==> src/rtl/utf8d_pkg.sv <==
`timescale 1ns / 1ps
`default_nettype none
// ----------------------------------------------------------------------------
// utf8d_pkg
// Types and constants shared by the UTF-8 stream decoder modules.
// ----------------------------------------------------------------------------
package utf8d_pkg;

    localparam int CP_W          = 21;
    localparam int RESULT_DEPTH  = 4;   // result queue entries, power of two, >= 2

    localparam logic [7:0]      CONT_MASK  = 8'hC0;
    localparam logic [7:0]      CONT_TAG   = 8'h80;
    localparam logic [7:0]      LEAD3_MIN  = 8'hE0;
    localparam logic [7:0]      LEAD4_MIN  = 8'hF0;
    localparam logic [7:0]      LEAD_BAD   = 8'hF8;
    localparam logic [CP_W-1:0] REPL_CP    = 21'h00FFFD;

    typedef struct packed {
        logic [CP_W-1:0] code_point;
        logic            replaced;
        logic            run_end;
    } t_result;

    // up to two results caused by one byte, slot0 first
    typedef struct packed {
        logic [1:0] cnt;
        t_result    slot0;
        t_result    slot1;
    } t_pair;

    function automatic t_pair f_push(t_pair p, logic [CP_W-1:0] cp, logic repl);
        t_pair q;
        q = p;
        if (p.cnt == 2'd0) begin
            q.slot0.code_point = cp;
            q.slot0.replaced   = repl;
            q.slot0.run_end    = 1'b0;
        end else begin
            q.slot1.code_point = cp;
            q.slot1.replaced   = repl;
            q.slot1.run_end    = 1'b0;
        end
        q.cnt = p.cnt + 2'd1;
        return q;
    endfunction

endpackage
`default_nettype wire

==> src/rtl/utf8d_if.sv <==
`timescale 1ns / 1ps
`default_nettype none
// ----------------------------------------------------------------------------
// utf8d_byte_if / utf8d_cp_if
// Valid/ready channels for raw text bytes and decoded code points.
// ----------------------------------------------------------------------------
interface utf8d_byte_if;
    logic       valid;
    logic       ready;
    logic [7:0] byte_in;
    logic       final_byte;

    modport source (output valid, output byte_in, output final_byte, input ready);
    modport sink   (input valid, input byte_in, input final_byte, output ready);
endinterface

interface utf8d_cp_if;
    logic        valid;
    logic        ready;
    logic [20:0] code_point;
    logic        replaced;
    logic        run_end;

    modport source (output valid, output code_point, output replaced, output run_end,
                    input ready);
    modport sink   (input valid, input code_point, input replaced, input run_end,
                    output ready);
endinterface
`default_nettype wire

==> src/rtl/utf8d_core.sv <==
`timescale 1ns / 1ps
`default_nettype none
// ----------------------------------------------------------------------------
// utf8d_core
// Sequence state and per-byte decode; yields up to two results per byte.
// ----------------------------------------------------------------------------
module utf8d_core
    import utf8d_pkg::*;
(
    input  wire logic       i_clk,
    input  wire logic       i_rst_n,
    input  wire logic       i_fire,
    input  wire logic [7:0] i_byte,
    input  wire logic       i_final,
    output t_pair           o_pair
);

    logic [1:0]      r_exp,  n_exp;
    logic [CP_W-1:0] r_part, n_part;
    logic            r_bad,  n_bad;
    logic            r_disc, n_disc;

    always_comb begin
        t_pair           p;
        logic            is_cont;
        logic            consumed;
        logic [CP_W-1:0] part_sh;

        p        = '0;
        is_cont  = (i_byte & CONT_MASK) == CONT_TAG;
        consumed = 1'b0;
        part_sh  = {r_part[CP_W-7:0], i_byte[5:0]};
        n_exp    = r_exp;
        n_part   = r_part;
        n_bad    = r_bad;
        n_disc   = r_disc;

        if (r_exp != 2'd0) begin
            if (is_cont) begin
                consumed = 1'b1;
                if (r_exp == 2'd1) begin
                    if (r_bad) begin
                        p      = f_push(p, REPL_CP, 1'b1);
                        n_disc = 1'b1;
                    end else begin
                        p = f_push(p, part_sh, 1'b0);
                    end
                    n_exp  = 2'd0;
                    n_part = '0;
                    n_bad  = 1'b0;
                end else begin
                    n_exp  = r_exp - 2'd1;
                    n_part = part_sh;
                end
            end else begin
                // sequence broken: replace it, then decode this byte afresh
                p      = f_push(p, REPL_CP, 1'b1);
                n_exp  = 2'd0;
                n_part = '0;
                n_bad  = 1'b0;
            end
        end

        if (!consumed) begin
            if (!i_byte[7]) begin
                n_disc = 1'b0;
                p      = f_push(p, {13'd0, i_byte}, 1'b0);
            end else if (is_cont) begin
                if (!n_disc) begin
                    p      = f_push(p, REPL_CP, 1'b1);
                    n_disc = 1'b1;
                end
            end else begin
                n_disc = 1'b0;
                if (i_byte < LEAD3_MIN) begin
                    n_exp  = 2'd1;
                    n_part = {16'd0, i_byte[4:0]};
                end else if (i_byte < LEAD4_MIN) begin
                    n_exp  = 2'd2;
                    n_part = {17'd0, i_byte[3:0]};
                end else if (i_byte < LEAD_BAD) begin
                    n_exp  = 2'd3;
                    n_part = {18'd0, i_byte[2:0]};
                end else begin
                    n_exp  = 2'd3;
                    n_part = '0;
                    n_bad  = 1'b1;
                end
            end
        end

        if (i_final) begin
            if (n_exp != 2'd0) begin
                p = f_push(p, REPL_CP, 1'b1);
            end
            n_exp  = 2'd0;
            n_part = '0;
            n_bad  = 1'b0;
            n_disc = 1'b0;
        end

        // mark the last result of this byte
        if (p.cnt == 2'd1) begin
            p.slot0.run_end = 1'b1;
        end
        if (p.cnt == 2'd2) begin
            p.slot1.run_end = 1'b1;
        end
        o_pair = p;
    end

    always_ff @(posedge i_clk) begin
        if (!i_rst_n) begin
            r_exp  <= '0;
            r_part <= '0;
            r_bad  <= 1'b0;
            r_disc <= 1'b0;
        end else if (i_fire) begin
            r_exp  <= n_exp;
            r_part <= n_part;
            r_bad  <= n_bad;
            r_disc <= n_disc;
        end
    end

endmodule
`default_nettype wire

==> src/rtl/utf8d_result_fifo.sv <==
`timescale 1ns / 1ps
`default_nettype none
// ----------------------------------------------------------------------------
// utf8d_result_fifo
// Result queue: takes up to two results per cycle, hands out one per cycle while i_ready is high.
// ----------------------------------------------------------------------------
module utf8d_result_fifo
    import utf8d_pkg::*;
#(
    parameter int DEPTH = RESULT_DEPTH
) (
    input  wire logic    i_clk,
    input  wire logic    i_rst_n,
    input  wire logic    i_push,
    input  wire t_pair   i_pair,
    output logic         o_space,
    output logic         o_valid,
    input  wire logic    i_ready,
    output t_result      o_head
);

    localparam int AW = $clog2(DEPTH);
    localparam int CW = $clog2(DEPTH + 1);

    t_result         r_mem [DEPTH];
    logic [AW-1:0]   r_wr_ptr, r_rd_ptr;
    logic [CW-1:0]   r_count;
    logic [AW-1:0]   wr_ptr_p1;
    logic            pop;
    logic [CW-1:0]   push_cnt;

    assign wr_ptr_p1 = r_wr_ptr + AW'(1);
    assign o_valid   = r_count != '0;
    assign o_head    = r_mem[r_rd_ptr];
    assign pop       = o_valid && i_ready;
    assign o_space   = r_count <= CW'(DEPTH - 2);
    assign push_cnt  = i_push ? CW'(i_pair.cnt) : '0;

    always_ff @(posedge i_clk) begin
        if (i_push && i_pair.cnt != 2'd0) begin
            r_mem[r_wr_ptr] <= i_pair.slot0;
        end
        if (i_push && i_pair.cnt == 2'd2) begin
            r_mem[wr_ptr_p1] <= i_pair.slot1;
        end
    end

    always_ff @(posedge i_clk) begin
        if (!i_rst_n) begin
            r_wr_ptr <= '0;
            r_rd_ptr <= '0;
            r_count  <= '0;
        end else begin
            r_wr_ptr <= r_wr_ptr + AW'(push_cnt);
            if (pop) begin
                r_rd_ptr <= r_rd_ptr + AW'(1);
            end
            r_count <= r_count + push_cnt - CW'(pop);
        end
    end

endmodule
`default_nettype wire

==> src/rtl/utf8_stream_decoder.sv <==
`timescale 1ns / 1ps
`default_nettype none
// A result is written into the result queue when the byte that causes it is taken.
// Throughput: one byte per cycle while the queue has room; a byte with two results needs two output
//   transfers, so the result queue (RESULT_DEPTH entries) sets how far input runs ahead.
// Input ready is high while the queue has room for two results.
// Reset: synchronous, active low; clears sequence state and empties the queue.
// ----------------------------------------------------------------------------
// utf8_stream_decoder
// Decodes a UTF-8 byte stream into 21-bit code points with U+FFFD replacement.
// ----------------------------------------------------------------------------
module utf8_stream_decoder
    import utf8d_pkg::*;
#(
    parameter int DEPTH = RESULT_DEPTH
) (
    input  wire logic   i_clk,
    input  wire logic   i_rst_n,
    utf8d_byte_if.sink  i_in,
    utf8d_cp_if.source  o_out
);

    t_pair   pair;
    t_result head;
    logic    space;
    logic    fire;

    assign i_in.ready = space;
    assign fire       = i_in.valid && space;

    utf8d_core u_core (
        .i_clk   (i_clk),
        .i_rst_n (i_rst_n),
        .i_fire  (fire),
        .i_byte  (i_in.byte_in),
        .i_final (i_in.final_byte),
        .o_pair  (pair)
    );

    utf8d_result_fifo #(
        .DEPTH (DEPTH)
    ) u_fifo (
        .i_clk   (i_clk),
        .i_rst_n (i_rst_n),
        .i_push  (fire),
        .i_pair  (pair),
        .o_space (space),
        .o_valid (o_out.valid),
        .i_ready (o_out.ready),
        .o_head  (head)
    );

    assign o_out.code_point = head.code_point;
    assign o_out.replaced   = head.replaced;
    assign o_out.run_end    = head.run_end;

endmodule
`default_nettype wire
==> src/flat_wrapper.sv <==
// flat-port wrapper written by rule: the top's interface ports become plain ports
module utf8_stream_decoder_flat import utf8d_pkg::*;
#(
    parameter int DEPTH = RESULT_DEPTH
)
  (i_clk, i_rst_n, i_in_valid, i_in_byte_in, i_in_final_byte, i_in_ready, o_out_valid, o_out_code_point, o_out_replaced, o_out_run_end, o_out_ready);
  utf8d_byte_if i_in_i ();
  utf8d_cp_if o_out_i ();
  input  wire logic i_clk;
  input  wire logic i_rst_n;
  input wire logic [$bits(i_in_i.valid)-1:0] i_in_valid;
  input wire logic [$bits(i_in_i.byte_in)-1:0] i_in_byte_in;
  input wire logic [$bits(i_in_i.final_byte)-1:0] i_in_final_byte;
  output wire logic [$bits(i_in_i.ready)-1:0] i_in_ready;
  output wire logic [$bits(o_out_i.valid)-1:0] o_out_valid;
  output wire logic [$bits(o_out_i.code_point)-1:0] o_out_code_point;
  output wire logic [$bits(o_out_i.replaced)-1:0] o_out_replaced;
  output wire logic [$bits(o_out_i.run_end)-1:0] o_out_run_end;
  input wire logic [$bits(o_out_i.ready)-1:0] o_out_ready;
  assign i_in_i.valid = i_in_valid;
  assign i_in_i.byte_in = i_in_byte_in;
  assign i_in_i.final_byte = i_in_final_byte;
  assign i_in_ready = i_in_i.ready;
  assign o_out_valid = o_out_i.valid;
  assign o_out_code_point = o_out_i.code_point;
  assign o_out_replaced = o_out_i.replaced;
  assign o_out_run_end = o_out_i.run_end;
  assign o_out_i.ready = o_out_ready;
  utf8_stream_decoder #(.DEPTH(DEPTH)) u_core (.i_clk(i_clk), .i_rst_n(i_rst_n), .i_in(i_in_i), .o_out(o_out_i));
endmodule
==> config.mk <==
export PLATFORM = sky130hd
export DESIGN_NAME = utf8_stream_decoder_flat
export DESIGN_NICKNAME = d
export VERILOG_FILES = /design/src/rtl/utf8d_pkg.sv /design/src/rtl/utf8d_if.sv /design/src/rtl/utf8d_core.sv /design/src/rtl/utf8d_result_fifo.sv /design/src/rtl/utf8_stream_decoder.sv /design/src/flat_wrapper.sv
export SDC_FILE = /design/constraint.sdc
export NUM_CORES = 1
export LEC_CHECK = 0
export ABC_AREA = 1
export ABC_CLOCK_PERIOD_IN_PS = 6000
export BUFFER_PORTS_ARGS = -buffer_cell sky130_fd_sc_hd__buf_2
export CORE_ASPECT_RATIO = 0.5
export CORE_MARGIN = 2
export CORE_UTILIZATION = 30
export CTS_CLUSTER_SIZE = 24
export DETAILED_ROUTE_END_ITERATION = 10
export GPL_TIMING_DRIVEN = 0
export PLACE_DENSITY_LB_ADDON = 0.1
export SLEW_MARGIN = 20
export SYNTH_ARGS = -nofsm -noshare
export SYNTH_HDL_FRONTEND = slang
export SYNTH_SLANG_ARGS = --single-unit
==> constraint.sdc <==
create_clock -name i_clk -period 6 [get_ports i_clk]
set_clock_uncertainty 0.05 [all_clocks]
set_input_delay 0.6 -clock i_clk [delete_from_list [all_inputs] [get_ports i_clk]]
set_output_delay 0.6 -clock i_clk [all_outputs]
set_load 0.1 [all_outputs]
==> After elaboration in Yosys (flattened, before gate mapping) <==
Memory sizes are Yosys's and may differ from the RTL's. A register that Yosys moved wholly into a read port is not among the register bits.
Cells that the tools add are included.
{ "classes": {"order_cmp": 4, "n_reduce_logical": 10, "eq_ne": 4, "n_mux": 63, "n_addsub": 8} }
{ "ops": {"columns": ["cell", "n"], "rows": [
  ["$mux W48", 8],
  ["$mux W21", 7],
  ["$mux W23", 6],
  ["$mux W47", 1],
  ["$mux W46", 1],
  ["$mux W1", 26],
  ["$lt A8 B8 Y1 const B", 3],
  ["$mux W2", 11],
  ["$add A2 B1 Y2 const B", 4],
  ["$reduce_bool A2 Y1", 3],
  ["$mux W5", 1],
  ["$eq A2 B1 Y1 const B", 2],
  ["$eq A2 B2 Y1 const B", 2],
  ["$logic_and A1 B1 Y1", 4],
  ["$logic_not A2 Y1", 2],
  ["$mux W4", 1],
  ["$add A3 B2 Y3", 1],
  ["$le A3 B2 Y1 const B", 1],
  ["$mux W3", 1],
  ["$reduce_bool A3 Y1", 1],
  ["$sub A3 B1 Y3", 1],
  ["$add A2 B2 Y2", 1],
  ["$sub A2 B1 Y2 const B", 1]
]} }
{ "word_totals": {"n_memories": 1, "regBits": 32, "ramBits": 92, "wordCells": 97, "output_inout_bits": 25, "inputBits": 13} }
{ "memory_table": {"columns": ["memory", "depth", "word_bits", "rd", "rd_clocked_by_memory_dff", "wr", "line_no", "text"], "rows": [
  ["u_core.u_fifo.r_mem", 4, 23, 1, 1, 2, "utf8d_result_fifo.sv:25", "t_result r_mem [DEPTH];"]
]} }

==> Depth between registers and ports, before layout <==
Gate-level depths: netlist (run 1).
{ "depth": {"depth_word": 18, "mapped_depth": 24, "depth_no_buf": 22} }

==> Cells and area by module <==
Synthesis (run 1) repeated with hierarchy kept, for this count alone.
{ "hier_totals": {"cells_unflattened": 803, "hier_area_um2": 6716.4} }
{ "by_module_without_submodules": {"columns": ["mod", "area_per_inst_um2", "cells_each", "seq_area_each_um2", "n_inst"], "rows": [
  ["utf8d_result_fifo", 5057.4, 526, 2942.8, 1],
  ["utf8d_core", 1651.6, 275, 380.4, 1],
  ["utf8_stream_decoder", 7.5, 2, 0.0, 1]
]} }

==> Worst setup path after synthesis (run 1) <==
Ideal clock, no wire load.
{ "synth_timing": {"path_kind": "flip-flop to flip-flop", "from": "reg u_core.u_fifo.r_count[2]", "to": "reg u_core.u_fifo.r_count[2]", "t_required_ns": 5.822, "path_stages_with_launch": 11, "path_slack_ns": 2.004, "t_arrival_ns": 3.818, "period_less_slack_ns": 3.996, "setup_time_ns": 0.128, "n_path_buf": 1, "cell_sequence": "dfxtp_1 a21oi_1 nand2_2 nor2_8 buf_4 inv_1 ha_1 fa_1 xor2_1 inv_1 nor2_1"} }
{ "synth_between": {"elab_chain_cells": 5, "elab_cells_between_ends": 7, "classes_between": "2 x add/sub; 1 x order compare; 1 x mux; 3 x reduce/logical"} }
{ "synth_lines": {"columns": ["element", "line_no", "text"], "rows": [
  ["start, declared", "utf8d_result_fifo.sv:27", "logic [CW-1:0] r_count;"],
  ["start signal, assigned", "utf8d_result_fifo.sv:58", "r_count <= r_count + push_cnt - CW'(pop);"],
  ["$le A3 B2 Y1", "utf8d_result_fifo.sv:36", "assign o_space = r_count <= CW'(DEPTH - 2);"],
  ["net i_in_ready", "flat_wrapper.sv:14", "output wire logic [$bits(i_in_i.ready)-1:0] i_in_ready;"],
  ["$logic_and A1 B1 Y1", "utf8_stream_decoder.sv:29", "assign fire = i_in.valid && space;"],
  ["$mux W2", "utf8d_result_fifo.sv:37", "assign push_cnt = i_push ? CW'(i_pair.cnt) : '0;"],
  ["$add A3 B2 Y3", "utf8d_result_fifo.sv:58", null],
  ["$sub A3 B1 Y3", "utf8d_result_fifo.sv:58", null]
]} }
The timed path passes the listed nets, and every way through them passes these cells.
A chain may end at the register's enable or synchronous reset.

==> reports/metrics.csv, run 1 <==
metric,value,unit
critical path's top delay family,simple AND/OR/NAND/NOR gates,
RSZ-0062 raised after global routing,false,
Initial Util,30.7,%
Vias,5842,
Slew Limit Fails,0,
Post-Syn Nets,832,
IO buf count,35,
CP Max Fanout,18,
Crit path arrival time,3.91,ns
vias in the first global route,5663,
Sum Neg Setup Slack,0,ns
Pwr Density,477,nW/µm²
Most used DFF post-synth,edfxtp_1,
post-DR wirelength/cell,18.0,µm
clock buffer depth,2,
Synth Warn #,0,
CP max stage delay,0.87,ns
final setup fails,0,
period utilization,65.4,%
status,finished clean,
CP Data Required Time,5.99,ns
Crit. End Element,flip-flop,
pre-CTS setup slack,1.99,ns
Post-Syn Area,6690,µm²
residual DRC count,0,
Critical Path Slowest Stage Cell,nand2_1,
number of iterations in the first detailed-routing pass,5,
Post-Syn Instances,810,
nets,886,
worst IR drop on VDD,287,µV
Die X,215,µm
RR Startpoint,u_core.u_core.r_exp[1],
layout cell share with drive strength beyond 1,14.5,%
R2R Setup Slk,2.08,ns
LEAKAGE,3.44,nW
CP endpoint,u_core.u_fifo.r_mem[0][11],
routability cong.,0.865,
synthesized flop and latch total,120,
initial antenna violation count,0,
GR Overflow Total,0,
Worst-Skew Late Latency,0.42,ns
first-pass GRT wire length,33000,µm
critical path cell sequence,inv_1 -> ha_1 -> nand2_1 -> inv_1 -> nand3_2 -> nand4_1 -> nand2_1 -> nand2_2 -> nand2_2 -> inv_1 -> ha_1 -> inv_1 -> nand3_1 -> nand2_4 -> nor2_8 -> nand3_1 -> nand2_1,
CTS Buf Count,17,
slew margin rel.,34.0,%
antenna diode count,0,
# hold bufs at CTS,0,
top cell type's share of synthesized area,32.3,%
cells on worst reg2reg path,17,
synth top area cells,"edfxtp_1, dfxtp_1, nand2_1",
"wirelength, routed",21200,µm
clock sinks,120,
height of the die,110,µm
post-cts sizing count,0,
Final Hold Viols,0,
post-route ant nets,0,
total die area,23600,µm²
fin crit period,3.92,ns
cell mode on critical path,inv_1,
DRT iter0 DRCs,433,
DPL Wire Length,15900,µm
critical setup path kind,flip-flop to flip-flop,
H-tree level count,4,
max-capacitance violation count,0,
slew at the pin closest to its max-slew limit,0.988,ns
clock-pin slew on the worst setup and hold paths,0.06,ns
placement row count,38,
Yosys top cell by area,edfxtp_1,
CP Launch Point,u_core.u_core.r_exp[1],
CP Launch Type,flip-flop,
"Distinct cells, synth",40,
hold slack,0.383,ns
WP buf/inv,4,
Filler cells,2320,
fmax,255,MHz
RR Endpoint,u_core.u_fifo.r_mem[0][11],
number of I/O pins,38,
TritonCTS clock tree,yes,
Async SR Flop Fraction,0,%
Post-CTS Setup Inserts,0,
"EDFF count, synth",72,
pin count of the biggest net entering global routing,19,
Layout area overhead,17.0,%
setup slack after layout,2.08,ns
Syn Area/Cell,8.26,µm²
total track usage,18.8,%
via-per-instance ratio,4.96,
Crit path depth,17,
min-delay worst type,input pin to flip-flop,
"Seq/Total Area, Yosys",46.7,%
root buffer cell,clkbuf_16,
Core ar.,21800,µm²
[layout make-up]
class                      count  area [µm²]  share of cell area (%)
buffer                        46         236                    3.02
clock buffer                  20         437                    5.58
clock inverter                12         151                    1.93
inverter                      95         362                    4.62
multi-input combinational    549        2970                    37.9
sequential                   120        3120                    39.9
tap                          300         375                    4.79
timing repair buffer          35         175                    2.24
[metal layers]
metal / vias up / wire length (µm) / GRT usage, %
met5: - / 0 / 0
met3: 19 / 1110 / 4.26
li1: 2926 / - / -
met2: 133 / 9010 / 28.8
met1: 2764 / 10900 / 26.8
met4: 0 / 210 / 4.33
[power breakdown]
group          switching (W)  leakage, nW  internal [W]
Sequential         0.0000593         1.14       0.00102
Clock               0.000371        0.276      0.000651
Combinational        0.00133         2.02      0.000308
[stage by stage]
step           power (W)  std cells  util (%)  instance area [µm²]
5_1_grt          0.00393       1177      36.0                 7830
4_1_cts          0.00376       1177      36.0                 7830
3_5_place_dp     0.00273       1145      33.3                 7240
2_1_floorplan    0.00238        810         -                 6690
6_report         0.00373       1177      36.0                 7830
3_3_place_gp     0.00272       1145      33.3                 7240
[state kept, by name, summed over array words and instances (netlist names), named ones only]
register,cells
u_core.u_core.r_exp,2
u_core.u_core.r_disc,1
u_core.u_core.r_bad,1
u_core.u_core.r_part,15
u_core.u_fifo.r_rd_ptr,2
u_core.u_fifo.r_count,3
u_core.u_fifo.r_wr_ptr,2
u_core.u_fifo.r_mem,92
[how the worst min path moves through the flow]
stage	from	endpoint	slack, ns	depth (start not counted)
after floorplan	u_core.u_fifo.r_rd_ptr[1]	flip-flop	0.39	2
after global placement	u_core.u_fifo.r_rd_ptr[1]	u_core.u_fifo.r_rd_ptr[1]	0.40	2
after detailed placement	u_core.u_core.r_disc	u_core.u_core.r_disc	0.41	2
after CTS	i_rst_n	u_core.u_fifo.r_wr_ptr[0]	0.38	3
after global routing	i_rst_n	u_core.u_fifo.r_count[0]	0.40	3
final	i_rst_n	u_core.u_fifo.r_count[0]	0.38	3
[cells in the mapped netlist, types with 8 or more instances]
cell type,number
o22ai_1,18
dfxtp_1,48
inv_1,88
a22oi_1,15
a21oi_1,40
nand3_1,20
buf_2,12
o21ai_2,10
o21ai_1,28
nand4_1,52
ha_1,8
o211ai_1,9
nand2_1,133
edfxtp_1,72
o21ai_0,90
clkbuf_1,24
nor2_1,84
[cell usage in the layout, fill, tap and decap left out, drive strengths merged]
cell	n
inv	94
o21ai	128
o31ai	1
ha	8
clkbuf	44
nor4	1
a21oi	40
xor2	1
edfxtp	72
nand3b	5
or2	1
clkinvlp	3
nand4	57
o211ai	9
bufinv	3
a22oi	15
nand3	28
fa	1
nand2	142
buf	57
o2111ai	1
a31oi	1
clkinv	7
xnor2	3
o22ai	18
nor2	89
dfxtp	48
[kinds of logic (layout without fill, tap and decap cells)]
kind of cell	Yosys count	in the layout	synth area share, %
buf+inv	141	208	8.94
fa+ha+maj	9	9	1.80
flops	120	120	46.7
simple gates	323	323	24.2
xor+xnor	4	4	0.524
compound gates	213	213	17.8
[tightest hold or removal path: stages]
cell	delay, ns
buf_2	0.13
nand2_1	0.06
inv_1	0.04
Note: power is estimated with default switching activity, not from simulation.
==> run 2: changes to the inputs <==
--- a/config.mk
+++ b/config.mk
@@ -6,7 +6,7 @@
 export NUM_CORES = 1
 export LEC_CHECK = 0
 export ABC_AREA = 1
-export ABC_CLOCK_PERIOD_IN_PS = 6000
+export ABC_CLOCK_PERIOD_IN_PS = 3750
 export BUFFER_PORTS_ARGS = -buffer_cell sky130_fd_sc_hd__buf_2
 export CORE_ASPECT_RATIO = 0.5
 export CORE_MARGIN = 2
==> constraint.sdc (replaced) <==
create_clock -name i_clk -period 3.75 [get_ports i_clk]
set_clock_uncertainty 0.05 [all_clocks]
set_input_delay 0.375 -clock i_clk [delete_from_list [all_inputs] [get_ports i_clk]]
set_output_delay 0.375 -clock i_clk [all_outputs]
set_load 0.1 [all_outputs]
==> run 2 against run 1 <==
Net effect:
- maximum frequency up 11%
- worst setup slack worse by 1.9 ns
- critical path depth up 6
- core utilization up 0.35 points
- sequential cell count unchanged
- combinational power up 62%
- wire length up 1.2%
- clock power up 47%
- clock-buffer cell count down 3
- worst hold slack worse by 0.21 ns
- cell count up 0.42%
- critical path type unchanged
- largest cell class unchanged
- largest power group unchanged
==> reports/metrics.csv, run 2 (same netlist as run 1, synthesis figures left out) <==
metric,value,unit
status,finished clean,
post-route ant nets,0,
Regs by FF count,"u_core.u_fifo.r_mem x92, u_core.u_core.r_part x15, u_core.u_fifo.r_count x3",
Sequential Power Share,29.3,%
Slew Limit Fails,0,
CP Data Required Time,3.99,ns
total track usage,18.8,%
worst IR drop on VDD,372,µV
Top Metal Used,met4,
RSZ-0062 raised after global routing,true,
post-DR wirelength/cell,18.2,µm
CP Launch Type,flip-flop,
DRT met1 WL,11000,µm
min-delay src,i_rst_n,
most frequent cells in the layout,"nand2_1, o21ai_0, inv_1",
clock power share,25.5,%
residual DRC count,0,
critical setup path kind,flip-flop to flip-flop,
Vias,5874,
Layout area overhead,18.2,%
clock buffer depth,2,
"wirelength, routed",21500,µm
cell mode on critical path,inv_1,
initial antenna violation count,0,
Worst-Skew Late Latency,0.42,ns
critical path's top delay family,buffers and inverters,
slew at the pin closest to its max-slew limit,0.762,ns
Final Hold Viols,0,
Crit path arrival time,3.77,ns
met3 routed wirelength,1150,µm
switching power,0.00288,W
first-pass GRT wire length,32900,µm
number of flip-flops in the largest register,92,
vias in the first global route,5511,
WP buf/inv,10,
Cells after DPL,1145,
antenna diode count,0,
routability cong.,0.870,
pin count of the biggest net entering global routing,19,
fmax,283,MHz
TritonCTS clock tree,yes,
Core ar.,21800,µm²
Die X,215,µm
P_int,0.00299,W
LEAKAGE,3.46,nW
final setup fails,0,
metal2 WL,9050,µm
slew margin rel.,48.8,%
"most common cell after layout, fill and taps aside",nand2_1,
clock sinks,120,
CP max stage delay,0.38,ns
CP Max Fanout,10,
max-capacitance violation count,0,
GR Overflow Total,0,
Sum Neg Setup Slack,0,ns
Comb power frac,45.2,%
Sw Ratio,49.1,%
R2R Setup Slk,0.22,ns
min-delay worst type,input pin to flip-flop,
DRT iter0 DRCs,429,
placement row count,38,
cells on worst reg2reg path,23,
period utilization,94.2,%
hold slack,0.169,ns
fin cells,1182,
DPL Wire Length,15800,µm
clock-pin slew on the worst setup and hold paths,0.06,ns
RR Endpoint,u_core.u_fifo.r_count[2],
Hold Path Stages,3,
layout cell share with drive strength beyond 1,16.6,%
H-tree level count,4,
critical path cell sequence,inv_1 -> ha_1 -> buf_6 -> inv_2 -> clkbuf_4 -> nand3_1 -> nand3_2 -> nor2_4 -> nor2_8 -> nand3_4 -> nand2_2 -> inv_4 -> clkbuf_4 -> nor2_4 -> inv_1 -> ha_1 -> inv_1 -> ha_1 -> inv_1 -> fa_1 -> xor2_1 -> inv_1 -> nor2_1,
height of the die,110,µm
Crit. End Element,flip-flop,
IO buf count,35,
Critical Path Slowest Stage Cell,dfxtp_2,
number of I/O pins,38,
Top reg by flops,u_core.u_fifo.r_mem,
Initial Util,30.7,%
Pwr Density,742,nW/µm²
total die area,23600,µm²
hold endpoint,u_core.u_fifo.r_count[0],
root buffer cell,clkbuf_16,
nets,891,
via-per-instance ratio,4.97,
RR Startpoint,u_core.u_core.r_exp[0],
fin crit period,3.53,ns
number of iterations in the first detailed-routing pass,5,
CTS Buf Count,17,
==> run 2: layout make-up <==
type,count,area [µm²]
plain buffers,46,253
clock buffers,17,425
clock inverters,15,119
fillers,2303,13900
inverters,95,362
multi-input cells,549,3030
flip-flops and latches,120,3130
well taps,300,375
repair buffers,40,213
==> run 2: worst max-delay path by stage <==
| stage | start | end | slack (ns) | depth (start not counted) |
|---|---|---|---|---|
| finish | u_core.u_core.r_exp[0] | u_core.u_fifo.r_count[2] | 0.22 | 23 |
| global route | u_core.u_core.r_exp[0] | u_core.u_fifo.r_count[2] | -0.04 | 23 |
| CTS | u_core.u_core.r_exp[1] | u_core.u_fifo.r_count[2] | 0.03 | 22 |
| detailed placement | u_core.u_core.r_exp[1] | u_core.u_fifo.r_mem[0][8] | -0.23 | 18 |
| global placement | u_core.u_core.r_exp[1] | u_core.u_fifo.r_mem[0][8] | -0.23 | 18 |
| floorplan | u_core.u_core.r_exp[0] | u_core.u_fifo.r_count[2] | 0.40 | 21 |
==> run 2: power by group through the flow <==
| stage | sequential, W | clock, W | combinational (W) |
|---|---|---|---|
| 6_report | 0.00172 | 0.00150 | 0.00265 |
| 5_1_grt | 0.00174 | 0.00158 | 0.00284 |
| 4_1_cts | 0.00172 | 0.00153 | 0.00263 |
| 3_5_place_dp | 0.00175 | 0 | 0.00262 |
| 3_3_place_gp | 0.00175 | 0 | 0.00261 |
| 2_1_floorplan | 0.00172 | 0 | 0.00209 |
==> run 2: worst reg2reg max path, delay by kind of cell, from the launching register on <==
| family | cells | cell delay, ns |
|---|---|---|
| simple gates | 8 | 0.81 |
| fa+ha+maj | 4 | 0.97 |
| xor+xnor | 1 | 0.17 |
| flops | 1 | 0.38 |
| buf+inv | 10 | 1.01 |
==> run 2: layer usage <==
layer	GRT usage, %	vias up
met2	28.5	155
met4	4.63	0
li1	-	2944
met3	3.68	21
met1	27.5	2754
met5	0	-
==> run 2: timing repair <==
| item | 4_1_cts | 5_1_grt |
|---|---|---|
| setup buffers | 0 | 5 |
| hold buffers | 0 | 0 |
| setup endpoints to repair | 74 | 74 |
| pin swaps | 0 | 3 |
| resized for setup | 7 | 16 |
==> run 2: per-stage QoR <==
step                      utilization (%)  area [µm²]  power, W  setup slack [ns]
after floorplan                         -        6690   0.00381             0.403
after global placement               33.3        7240   0.00436            -0.230
after detailed placement             33.3        7240   0.00437            -0.225
after CTS                            35.8        7800   0.00588            0.0305
after global routing                 36.3        7910   0.00616           -0.0366
final                                36.3        7910   0.00587             0.218
